--- src/rtl/sfas_pkg.sv ---
// shared types and constants for the sawtooth fir audio source
// no dependencies; used by every module of the block except sfas_ram
package sfas_pkg;

  localparam int DATA_W    = 24;
  localparam int IDX_W     = 8;
  localparam int CFG_IDX_W = 8;
  localparam int PROD_W    = 49;

  localparam logic [CFG_IDX_W-1:0] REG_PHASE_STEP = CFG_IDX_W'(0);
  localparam logic [CFG_IDX_W-1:0] REG_RUN_ENABLE = CFG_IDX_W'(1);

  localparam logic [DATA_W-1:0] PHASE_STEP_RESET = DATA_W'(167772);
  localparam int SAT_MAX = 8388607;
  localparam int SAT_MIN = -8388608;

  localparam logic OP_TICK      = 1'b0;
  localparam logic OP_COEF_WRITE = 1'b1;

  typedef struct packed {
    logic                     op;
    logic                     silence;
    logic [IDX_W-1:0]         coef_index;
    logic signed [DATA_W-1:0] coef_value;
  } sfas_in_t;

  typedef struct packed {
    logic signed [DATA_W-1:0] out_left;
    logic signed [DATA_W-1:0] out_right;
  } sfas_out_t;

  typedef struct packed {
    logic             clear;
    logic             coef_wr;
    logic             start;
    logic             issue;
    logic             load_out;
    logic             zero_out;
    logic             advance;
    logic [IDX_W-1:0] k;
  } sfas_cmd_t;

  typedef struct packed {
    logic run_enable;
    logic coef_ok;
  } sfas_status_t;

endpackage

--- src/rtl/sfas_ctrl.sv ---
// sequencer: clearing pass, request decode, tap loop and result handoff
// depends on sfas_pkg
module sfas_ctrl #(
  parameter int TAPS = 115
) (
  input  logic                   clk,
  input  logic                   rst_n,
  input  logic                   in_valid,
  output logic                   in_ready,
  input  sfas_pkg::sfas_in_t     in_data,
  output logic                   out_valid,
  input  logic                   out_ready,
  input  sfas_pkg::sfas_status_t status,
  output sfas_pkg::sfas_cmd_t    cmd
);

  localparam int KW = sfas_pkg::IDX_W + 1;
  localparam logic [KW-1:0] K_LAST = KW'(TAPS - 1);

  typedef enum logic [2:0] {
    S_CLEAR,
    S_IDLE,
    S_MAC,
    S_DRAIN_A,
    S_DRAIN_B,
    S_RESULT
  } state_t;

  state_t                       state_r;
  logic [sfas_pkg::IDX_W-1:0]   k_r;
  logic                         out_valid_r;
  logic                         zero_r;
  logic                         accept;
  logic                         k_last;
  logic                         load_out;

  assign in_ready  = (state_r == S_IDLE);
  assign out_valid = out_valid_r;
  assign accept    = in_ready && in_valid;
  assign k_last    = ({1'b0, k_r} == K_LAST);
  assign load_out  = (state_r == S_RESULT) && (!out_valid_r || out_ready);

  always_comb begin
    cmd          = '0;
    cmd.k        = k_r;
    cmd.clear    = (state_r == S_CLEAR);
    cmd.coef_wr  = accept && (in_data.op == sfas_pkg::OP_COEF_WRITE) && status.coef_ok;
    cmd.start    = accept && (in_data.op == sfas_pkg::OP_TICK) && status.run_enable
                   && !in_data.silence;
    cmd.issue    = (state_r == S_MAC);
    cmd.load_out = load_out;
    cmd.zero_out = zero_r;
    cmd.advance  = load_out && !zero_r;
  end

  always_ff @(posedge clk) begin
    if (!rst_n) begin
      state_r     <= S_CLEAR;
      k_r         <= '0;
      out_valid_r <= 1'b0;
      zero_r      <= 1'b0;
    end else begin
      if (load_out) begin
        out_valid_r <= 1'b1;
      end else if (out_ready) begin
        out_valid_r <= 1'b0;
      end
      case (state_r)
        S_CLEAR: begin
          if (k_last) begin
            k_r     <= '0;
            state_r <= S_IDLE;
          end else begin
            k_r <= k_r + 1'b1;
          end
        end
        S_IDLE: begin
          if (accept && (in_data.op == sfas_pkg::OP_TICK) && status.run_enable) begin
            zero_r  <= in_data.silence;
            k_r     <= '0;
            state_r <= in_data.silence ? S_RESULT : S_MAC;
          end
        end
        S_MAC: begin
          if (k_last) begin
            state_r <= S_DRAIN_A;
          end else begin
            k_r <= k_r + 1'b1;
          end
        end
        S_DRAIN_A: begin
          state_r <= S_DRAIN_B;
        end
        S_DRAIN_B: begin
          state_r <= S_RESULT;
        end
        S_RESULT: begin
          if (load_out) begin
            state_r <= S_IDLE;
          end
        end
        default: begin
          state_r <= S_IDLE;
        end
      endcase
    end
  end

endmodule

--- config.mk ---
export PLATFORM = sky130hd
export DESIGN_NAME = sfas_ctrl
export DESIGN_NICKNAME = d
export VERILOG_FILES = /design/src/rtl/sfas_pkg.sv /design/src/rtl/sfas_ctrl.sv
export SDC_FILE = /design/constraint.sdc
export NUM_CORES = 1
export LEC_CHECK = 0
export CAP_MARGIN = 20
export CORE_AREA = 4 4 44 46
export DETAILED_ROUTE_END_ITERATION = 8
export DIE_AREA = 0 0 48 50
export DONT_BUFFER_PORTS = 1
export PLACE_DENSITY = 0.7
export REMOVE_ABC_BUFFERS = 1
export SLEW_MARGIN = 20
export SYNTH_ARGS = -nofsm -noshare
export SYNTH_HDL_FRONTEND = slang
export SYNTH_SLANG_ARGS = --single-unit
export TNS_END_PERCENT = 5
--- constraint.sdc ---
create_clock -name clk -period 1.9 [get_ports clk]
set_clock_uncertainty 0.2 [all_clocks]
set_input_delay 0.285 -clock clk [delete_from_list [all_inputs] [get_ports clk]]
set_output_delay 0.285 -clock clk [all_outputs]
set_load 0.02 [all_outputs]
# == Word-level counts from Yosys, hierarchy flattened ==
# Cells that the tools add are included.
# word_totals
wordCells,47
reg_bits,13
inputBits,40
out_inout_bits,17
# classes
muxes,12
bitwise,1
addsub,1
n_reduce_logical,18
n_eq_ne,11
# ops
operator,count
two-way mux 8 bit,3
one-hot mux 8 bit (3 select lines),1
one-hot mux 3 bit (6 select lines),1
two-way mux 3 bit,5
adder 8 x 1 -> 8 bit (second input constant),1
== test 8 x 7 -> 1 bit (second input constant),1
logical AND 1 bit,8
== test 3 x 2 -> 1 bit (second input constant),2
== test 3 bit (second input constant),2
!= test 2 x 1 -> 1 bit (second input constant),3
!= test 2 bit (second input constant),2
AND reduction 4 bit,1
== test 3 x 1 -> 1 bit (second input constant),1
zero test 1 bit,3
zero test 3 bit,1
AND reduction 3 bit,1
nonzero test 3 bit,1
two-way mux 1 bit,2
AND reduction 2 bit,1
nonzero test 2 bit,1
logical OR 1 bit,1
inverter 1 bit,1

# == Logic depth before layout (Yosys ltp) ==
# Gate-level depths: netlist (run 1).
# depth
depth_word,6
depth_mapped,7
depth_no_buf,6

# == Worst setup path after synthesis (run 1) ==
# No wires, ideal clock.
# synth_path
path_type,reg2reg
start,register k_r[1] (netlist name)
end,register k_r[2] (netlist name)
required_time_ns,1.564
slack_ns,-0.334
period_less_slack_ns,2.234
stages_incl_launch_ff,7
n_path_buf,1
arrival_ns,1.898
setup_time_ns,0.136
path_cell_list,dfxtp_1 > ha_1 > or4b_4 > or3_1 > buf_2 > a32oi_1 > o22ai_1
# synth_via
elab_chain_len,3
word_cells_on_any_way,7
classes_between,add/sub: 1; eq/ne: 2; mux: 3; reduce/logical: 1
# synth_lines
item,line,rtl
"start, declared",sfas_ctrl.sv:30,logic [sfas_pkg::IDX_W-1:0] k_r;
"start signal, assigned",sfas_ctrl.sv:74,k_r <= k_r + 1'b1;
"start signal, assigned",sfas_ctrl.sv:88,k_r <= k_r + 1'b1;
adder 8 x 1 -> 8 bit or == test 8 x 7 -> 1 bit (tied branches),"sfas_ctrl.sv:74, sfas_ctrl.sv:88, sfas_ctrl.sv:40",
"two-way mux 8 bit, or another cell as far along",sfas_ctrl.sv:85,if (k_last) begin
one-hot mux 8 bit (3 select lines) or AND reduction 3 bit (tied branches),--,
# Parallel ways exist; a longest one is shown, timed or not. The select of a mux whose other input is x is not followed.
# A chain may end at the register's enable or synchronous reset.

# == Worst setup path in the final report (run 1) ==
# layout_path
start,register k_r[0] (netlist name)
end,register k_r[7] (netlist name)
# Same word-level chain as after synthesis.

==> results.toml, run 1 <==
[synth]
postSynthAreaPerCell_um2 = 7.88
synthesis.area_um2 = 820
synth-seq-cells = 13
synthCells = 104
ys_types = 35
yosys_warnings = 0
ys_seq_area_frac = 0.318

[run_status]
outcome = "complete, but fails checks"
violations = "negative setup slack"

[finish]
n_antenna_cell = 0
area_delta_synth_final_pct = 33.4
seq_area_um2 = 268
fin_cells = 144
num-fill-cells = 116
nets = 171
drive_gt1_frac = 0.367
final_area_um2 = 1090
multiInputGateArea_um2 = 553

[floorplanning]
core-area_um2 = 1510
die_w_um = 48
ioPinCount = 57
start_util = 0.544
dieArea_um2 = 2400
rows = 14
die-height_um = 50

[worst_setup_path]
crit_arrival_ns = 2.00
crit_buf_inv = 1
cp.depth = 6
worstPathCellList = "inv_2 -> ha_4 -> or4b_4 -> or3_4 -> a32oi_2 -> o32ai_2"
worst_setup_path_end_kind = "flip-flop"
cp_slowest_cell = "or4b_4"
critPathMaxFanout = 6
r2r_slack_ns = -0.13
ff2ff_path_depth = 6
required_ns = 1.87
worstSetupStartpointType = "flip-flop"
max_stage_delay_ns = 0.48
critical_path_class = "flip-flop to flip-flop"
path_delay_family = "simple AND/OR/NAND/NOR gates"

[timing]
tns_ns = -0.764
worstMarginPinSlew_ns = 0.411
whs_ns = 0.0415
hold_viol = 0
relSlewSlack = 0.723
clock.fmax_ghz = 0.492
timing.final.ws_setup_ns = -0.134
min_period_ns = 2.03
setup_viol = 8
rsz0062_at_grt = "yes"
slew_violations = 0
period_share = 1.07

[power]
switching_power_mw = 0.145
swShare = 0.270
p_comb_frac = 0.137
pwr-share-clk = 0.338
pwr-share-seq = 0.525
p_int_mw = 0.392
leakage_nw = 0.450
peakVddDrop_mv = 0.383
powerDensity_nw_per_um2 = 491

[detailed_routing]
wl_um = 2360
viasPerCell = 6.23
dr_total_vias = 897
dr.pass1.iters = 4
drc_errors = 0
ant_nets = 0
wire_per_inst_um = 16.4
first_iter_violations = 52

[clock_tree]
cts.clk_slew.worst_paths_ns = 0.09
numCtsBuffers = 3
htree_levels = 1
clockRootBuffer = "clkbuf_4"
clock_sinks = 13
cts_buffer_depth = 2
clk_latency_ns = 0.28
cts_tree = "built"

[placement]
port_buffers = 0
placed_cells = 136
dp_hpwl_um = 1650
routabilityCongestion = 0.906
dpl_cell_area_um2 = 946

[grt]
overflow = 0
groute.usage.overall = 0.208
grt_pass1_vias = 847
antenna_found_initial = 0
grt_max_degree = 10
grt_pass1_wl_um = 3710

[worst_hold_path]
hold_class = "primary input to flip-flop"
holdPathStages = 2

[run]
drv_cap = 0
-- synthesized netlist by cell type, drive strengths merged --
| cell type | count | share of area |
|---|---|---|
| o2bb2ai | 1 | 0.011 |
| a32oi | 5 | 0.053 |
| o22ai | 2 | 0.015 |
| nor3 | 3 | 0.018 |
| and3 | 3 | 0.024 |
| and2 | 1 | 0.0076 |
| dfxtp | 13 | 0.32 |
| nor2b | 4 | 0.031 |
| inv | 5 | 0.023 |
| buf | 4 | 0.038 |
| nand2 | 15 | 0.069 |
| nand2b | 2 | 0.015 |
| ha | 2 | 0.031 |
| nand3 | 8 | 0.049 |
| a21oi | 7 | 0.043 |
| nor3b | 1 | 0.0092 |
| o211ai | 1 | 0.0092 |
| a21boi | 1 | 0.0092 |
| or4b | 1 | 0.017 |
| and4b | 1 | 0.014 |
| o21ai | 6 | 0.037 |
| nor4b | 1 | 0.011 |
| o32ai | 3 | 0.032 |
| nand3b | 1 | 0.0092 |
| nor2 | 5 | 0.023 |
| clkbuf | 2 | 0.034 |
| a211o | 1 | 0.012 |
| nor4 | 1 | 0.0076 |
| o21a | 1 | 0.0092 |
| a31oi | 1 | 0.0076 |
| or3 | 2 | 0.015 |
-- cell families (layout without fill, tap and decap cells) --
group	Yosys count	after routing	share of synthesized area
DFF	13	13	0.318
buffers and inverters	11	35	0.0947
and+or+nand+nor	49	49	0.319
AOI/OAI and AO/OA	29	29	0.238
adders and majority gates	2	2	0.0305
-- metal layers --
layer | vias up | routed length (um) | global-route usage
met3 | 7 | 192 | 0.0509
met2 | 47 | 1180 | 0.333
met1 | 412 | 954 | 0.263
li1 | 431 | - | -
met4 | 0 | 35 | 0.0673
met5 | - | 0 | 0
-- power by group through the flow --
stage / clock [mW] / sequential [mW] / combinational (mW)
after CTS: 0.175 / 0.283 / 0.0682
after detailed placement: 0 / 0.287 / 0.0561
after floorplan: 0 / 0.298 / 0.0257
after global routing: 0.200 / 0.283 / 0.0789
after global placement: 0 / 0.287 / 0.0545
final: 0.182 / 0.282 / 0.0737
-- state kept, by name, indices dropped and copies added, names as in the netlist --
name / cells
out_valid: 1
zero_r: 1
state_r: 3
k_r: 8
-- worst register-to-register path: stages, from the launching register on --
cell     delay, ns
dfxtp_2       0.33
inv_2         0.07
ha_4          0.13
or4b_4        0.48
or3_4         0.40
a32oi_2       0.23
o32ai_2       0.09
-- cells in the final DEF, fill, tap and decap left out, types with 2 or more instances in the layout --
cell type / count
dfxtp_1: 9
nand3_1: 8
a21oi_1: 7
nor2_1: 5
nor3_1: 3
dfxtp_2: 3
o21ai_0: 5
nor2b_1: 2
buf_6: 2
clkbuf_4: 3
o22ai_1: 2
a32oi_1: 3
nand2_1: 14
dlygate4sd3_1: 2
nor2b_4: 2
inv_1: 4
o32ai_1: 2
buf_4: 22
a32oi_2: 2
-- cell type report --
cell class / count / area share
Sequential cell: 13 / 0.245
Clock buffer: 4 / 0.0240
Timing Repair Buffer: 26 / 0.190
Multi-Input combinational cell: 80 / 0.506
Tap cell: 16 / 0.0183
Inverter: 5 / 0.0172
-- through the flow --
| stage | total power [mW] | setup slack, ns | utilization |
|---|---|---|---|
| after global placement | 0.341 | -0.224 | 0.628 |
| after floorplan | 0.324 | -0.305 | - |
| final | 0.537 | -0.134 | 0.726 |
| after detailed placement | 0.343 | -0.256 | 0.628 |
| after CTS | 0.526 | -0.0993 | 0.680 |
| after global routing | 0.562 | -0.189 | 0.726 |
-- path summary, 6_finish.rpt --
path           from     end
max          k_r[0]  k_r[7]
min           rst_n  k_r[0]
max reg2reg  k_r[0]  k_r[7]
min reg2reg  k_r[6]  k_r[6]
-- what timing repair did --
item | CTS | global route
hold buffers | 1 | 1
hold endpoints to repair | 7 | 1
pin swaps | 7 | 0
setup endpoints to repair | 7 | 11
buffers inserted | 2 | 0
resized for setup | 10 | 12
No activity file was read; power rests on OpenSTA's default activity.
==> run 2: changes to the inputs <==
--- a/config.mk
+++ b/config.mk
@@ -5,12 +5,13 @@
 export SDC_FILE = /design/constraint.sdc
 export NUM_CORES = 1
 export LEC_CHECK = 0
+export ABC_AREA = 1
 export CAP_MARGIN = 20
-export CORE_AREA = 4 4 44 46
+export CORE_AREA = 4 4 46 48
 export DETAILED_ROUTE_END_ITERATION = 8
-export DIE_AREA = 0 0 48 50
+export DIE_AREA = 0 0 50 52
 export DONT_BUFFER_PORTS = 1
-export PLACE_DENSITY = 0.7
+export PLACE_DENSITY = 0.71
 export REMOVE_ABC_BUFFERS = 1
 export SLEW_MARGIN = 20
 export SYNTH_ARGS = -nofsm -noshare
==> run 2 against run 1 <==
Compared with the run above: the run now ends clean; sequential power hardly changed; setup slack better by 0.15 ns; routed wire length is 4.7% lower; area after synthesis is 13% higher; die area is 8.3% higher; power is 5.2% lower; final cell count is 28% higher; first-iteration DRC count is 29% lower; core utilization is 11 points lower; critical endpoint is now cmd[12]; largest power group unchanged.
==> results.toml, run 2 <==
[floorplanning]
ioPinCount = 57
dieArea_um2 = 2600
core-area_um2 = 1710
die-height_um = 52
rows = 15
start_util = 0.540
die_w_um = 50

[clock_tree]
cts_buffer_depth = 2
clk_latency_ns = 0.28
postCtsSetupRepairBufs = 0
numCtsBuffers = 3
htree_levels = 1
cts_tree = "built"
clock_sinks = 13
clockRootBuffer = "clkbuf_4"
cts.clk_slew.worst_paths_ns = 0.09

[synth]
synthesis.area_um2 = 922
synth_area_leaders = "dfxtp_1 28%, nand2_1 16%, nor2_1 10%, inv_1 7.7%, nand3_1 7.1%"
postSynthAreaPerCell_um2 = 6.19
ys_types = 21
synth_edf_count = 0
ys_async_sr_fraction = 0
synth_area_leader_cell = "dfxtp_1"
synth-main-ff-cell = "dfxtp_1"
synth-seq-cells = 13
yosys_warnings = 0
synth_top_area_share = 0.282
synthCells = 149
ys_seq_area_frac = 0.282
synthTopCellsByCount = "40 x nand2_1, 25 x nor2_1, 19 x inv_1, 13 x dfxtp_1, 13 x nand3_1"
yosysMostFrequentCell = "nand2_1"

[worst_hold_path]
hold_start = "in_data[32]"
hold_class = "primary input to flip-flop"
hold_path_end = "state_r[1]"
holdPathStages = 3

[grt]
antenna_found_initial = 0
grt_max_degree = 12
groute.usage.overall = 0.187
grt_pass1_wl_um = 3790
grt_pass1_vias = 893
overflow = 0

[detailed_routing]
dr_total_vias = 978
wl_um = 2250
drc_errors = 0
dr.pass1.iters = 5
wire_per_inst_um = 12.2
ant_nets = 0
first_iter_violations = 37
viasPerCell = 5.29

[worst_setup_path]
worst_setup_path_end_kind = "output port"
critPathMaxFanout = 5
ff2ff_path_depth = 9
worst_r2r_endpoint = "k_r[6]"
worstSetupStartpointType = "flip-flop"
critical_path_class = "flip-flop to output port"
required_ns = 1.41
r2r_slack_ns = 0.24
r2r_start = "k_r[0]"
crit_arrival_ns = 1.40

[placement]
routabilityCongestion = 0.822
port_buffers = 0
place_ws_ns = 0.217
dp_hpwl_um = 1660

[power]
leakage_nw = 0.491
p_total_mw = 0.510
peakVddDrop_mv = 0.314
powerDensity_nw_per_um2 = 483

[run_status]
outcome = "finished clean"

[timing]
whs_ns = 0.0390
slew_violations = 0
min_period_ns = 1.88
hold_viol = 0
relSlewSlack = 0.683
timing.final.ws_setup_ns = 0.0186
rsz0062_at_grt = "yes"
setup_viol = 0
worstMarginPinSlew_ns = 0.475
period_share = 0.990
clock.fmax_ghz = 0.532

[finish]
area_delta_synth_final_pct = 14.5
nets = 203
layout_common_cells = "39 x nand2_1, 22 x nor2_1, 19 x inv_1"
drive_gt1_frac = 0.213
top_regs = "k_r x8, state_r x3"
top_register = "k_r"
largest_reg_flops = 8
layout_commonest_cell = "nand2_1"
n_antenna_cell = 0
post-route-util = 0.618

[run]
drv_cap = 0
run 2: cell count changes after synthesis, sizes merged, moves of 3 or more:
cell	delta
nand2	+29
nor2	+23
inv	+16
nand4	+8
nand3	+7
a32oi	-5
nor2b	-4
and3	-3
o21ai	-3
o32ai	-3
run 2: metal layers:
metal | vias up | global-route usage | part of all wire | wire length (um)
met2 | 45 | 0.313 | 0.46 | 1040
met4 | 0 | 0.0691 | 0.016 | 35
li1 | 497 | - | - | -
met1 | 431 | 0.238 | 0.45 | 1010
met3 | 5 | 0.0344 | 0.074 | 166
met5 | - | 0 | 0 | 0
run 2: cell families (layout without fill, tap and decap cells):
family                   Yosys count  in the layout  synth area share
flip-flops                        13             13             0.282
AO/OA/AOI/OAI                     11             11            0.0760
buffers and inverters             25             36             0.126
AND/OR/NAND/NOR                   98             98             0.488
adder cells (fa/ha/maj)            2              2            0.0271
run 2: final cells by class:
cell class                 count  area [um2]
inverter                      21        78.8
clock buffer                   4        26.3
fill                         177         652
sequential                    13         269
tap                           25        31.3
multi-input combinational    111         566
timing repair buffer          11        85.1
run 2: report_power, final:
group          internal (mW)  switching (mW)  leakage, nW  total [mW]
logic                 0.0176          0.0297        0.369      0.0473
registers              0.275         0.00739        0.107       0.282
clock network         0.0815          0.0987       0.0150       0.180
run 2: per-stage QoR:
step                      TNS, ns  instances  cell area [um2]
after floorplan                 0        145              885
after global placement          0        180              991
after detailed placement        0        180              991
after CTS                 -0.0313        185             1030
after global routing       -0.100        185             1060
final                           0        185             1060
run 2: how the worst max path moves through the flow:
| stage | from | cells past startpoint | end | slack, ns |
|---|---|---|---|---|
| floorplan | state_r[0] | 4 | cmd[12] | 0.06 |
| global placement | state_r[2] | 4 | cmd[10] | 0.24 |
| detailed placement | state_r[2] | 5 | cmd[8] | 0.22 |
| CTS | state_r[1] | 6 | cmd[12] | -0.03 |
| global route | state_r[1] | 6 | cmd[8] | -0.04 |
| finish | state_r[1] | 6 | cmd[12] | 0.02 |
run 2: repair_timing:
item	in CTS	in global routing
pin swaps	0	1
hold endpoints to repair	13	0
hold buffers	1	0
resized for setup	3	8
cloned	0	0
endpoints found under the setup margin	3	4
run 2: worst max-delay path, cell delays in order (launching register included):
cell     delay, ns
dfxtp_4       0.37
inv_2         0.09
nand2_2       0.09
nor2_4        0.19
nand2_2       0.10
nor3_2        0.11
buf_4         0.17
==> run 3: changes to the inputs <==
==> constraint.sdc (replaced) <==
create_clock -name clk -period 1.9 [get_ports clk]
set_clock_uncertainty 0.2 [all_clocks]
set_input_delay 0 -clock clk [delete_from_list [all_inputs] [get_ports clk]]
set_output_delay 0 -clock clk [all_outputs]
set_load 0.02 [all_outputs]
==> run 3 against run 2 <==
Compared with the run above: sequential share of layout area decreased by 1.1 points; fmax increased by 7.1%; critical endpoint is now cmd[13]; critical path type unchanged; final area rose by 1.7%; register-to-register slack worse by 0.07 ns; final cell count up 1.6%; highest routed layer unchanged; sequential cell count stayed put; combinational power is 26% higher; power grew 2.1%; die area unchanged; non-clock buffer count rose by 3; sequential power barely moved; routed wire length grew 0.36%.
==> results.toml, run 3 (same netlist as run 2, synthesis figures left out) <==
[run_status]
outcome = "finished clean"

[detailed_routing]
drc_errors = 0
wire_per_inst_um = 12.0
viasPerCell = 5.17
top_layer = "met4"
wl_met1_um = 944
wl_met3_um = 172
dr.pass1.iters = 4
ant_nets = 0
first_iter_violations = 46
wl_um = 2260
met2WireLength_um = 1080
dr_total_vias = 972

[floorplanning]
ioPinCount = 57
rows = 15
die_w_um = 50
start_util = 0.540
die-height_um = 52
dieArea_um2 = 2600
core-area_um2 = 1710

[finish]
layout_commonest_cell = "nand2_1"
area_delta_synth_final_pct = 16.4
fin_cells = 188
largest_reg_flops = 8
top_regs = "k_r x8, state_r x3"
nets = 206
n_antenna_cell = 0
drive_gt1_frac = 0.153
top_register = "k_r"
final_area_um2 = 1070
layout_common_cells = "39 x nand2_1, 25 x nor2_1, 19 x inv_1"
post-route-util = 0.629

[worst_setup_path]
ff2ff_path_depth = 9
r2r_start = "k_r[0]"
worstSetupStartpointType = "flip-flop"
r2r_slack_ns = 0.17
worstPathCellList = "inv_2 -> nand2_2 -> nor2_4 -> nand2_2 -> nor2_1"
crit_arrival_ns = 1.56
worst_setup_path_end_kind = "output port"
required_ns = 1.70
critPathMaxFanout = 5
path_common_cell = "nand2_2"
critical_path_class = "flip-flop to output port"
worst_r2r_endpoint = "k_r[6]"
cp_slowest_cell = "dfxtp_1"
max_stage_delay_ns = 0.36

[run]
drv_cap = 0

[timing]
timing.final.ws_setup_ns = 0.144
rsz0062_at_grt = "no"
relSlewSlack = 0.583
clock.fmax_ghz = 0.569
setup_viol = 0
worstMarginPinSlew_ns = 0.620
slew_violations = 0
period_share = 0.924
whs_ns = 0.332
tns_ns = 0
hold_viol = 0
min_period_ns = 1.76

[clock_tree]
cts_buffer_depth = 2
cts.clk_slew.worst_paths_ns = 0.08
clockRootBuffer = "clkbuf_4"
clk_latency_ns = 0.28
htree_levels = 1
cts_tree = "built"
numCtsBuffers = 3
clock_sinks = 13
postCtsSetupRepairBufs = 0

[placement]
place_ws_ns = 0.242
routabilityCongestion = 0.779
dpl_cell_area_um2 = 968
placed_cells = 177
port_buffers = 0
dp_hpwl_um = 1600

[worst_hold_path]
hold_start = "in_data[32]"
hold_class = "primary input to flip-flop"
hold_path_end = "zero_r"
holdPathStages = 3

[power]
leakage_nw = 0.495
p_total_mw = 0.520
peakVddDrop_mv = 0.285
powerDensity_nw_per_um2 = 485

[grt]
groute.usage.overall = 0.201
grt_pass1_vias = 897
grt_pass1_wl_um = 4010
overflow = 0
grt_max_degree = 12
antenna_found_initial = 0
## run 3: how the worst max path moves through the flow
| stage | startpoint | depth (start not counted) | slack [ns] | to |
|---|---|---|---|---|
| 2_1_floorplan | state_r[0] | 5 | 0.11 | zero_r |
| 3_3_place_gp | k_r[0] | 9 | 0.27 | k_r[6] |
| 3_5_place_dp | k_r[0] | 9 | 0.24 | k_r[6] |
| 4_1_cts | state_r[0] | 5 | 0.05 | cmd[12] |
| 5_1_grt | k_r[0] | 9 | 0.007 | k_r[6] |
| 6_report | state_r[1] | 5 | 0.14 | cmd[13] |
## run 3: critical path: cells and delay by family, from the launching register on
kind | cells | cell delay, ns
buffers and inverters | 1 | 0.11
DFF | 1 | 0.36
and+or+nand+nor | 4 | 0.80
## run 3: final cells by class
type                       instances  area (um2)
fill                             167         634
multi-input combinational        111         553
sequential                        13         262
timing repair buffer              14         123
inverter                          21        78.8
tap                               25        31.3
clock buffer                       4        26.3
## run 3: where the power goes
part           switching, mW  total, mW  leakage [nW]  internal, mW
Sequential           0.00747      0.285         0.106         0.278
Clock                 0.0942      0.176        0.0150        0.0815
Combinational         0.0336     0.0595         0.375        0.0258
Total                  0.135      0.520         0.495         0.385
## run 3: metal layers
layer	GRT usage	vias up
li1	-	508
met1	0.235	420
met2	0.350	35
met3	0.0458	9
met4	0.0829	0
met5	0	-
## run 3: timing repair
item,CTS,global route
resized for setup,0,3
hold endpoints to repair,15,0
hold buffers,7,0
endpoints found under the setup margin,0,2
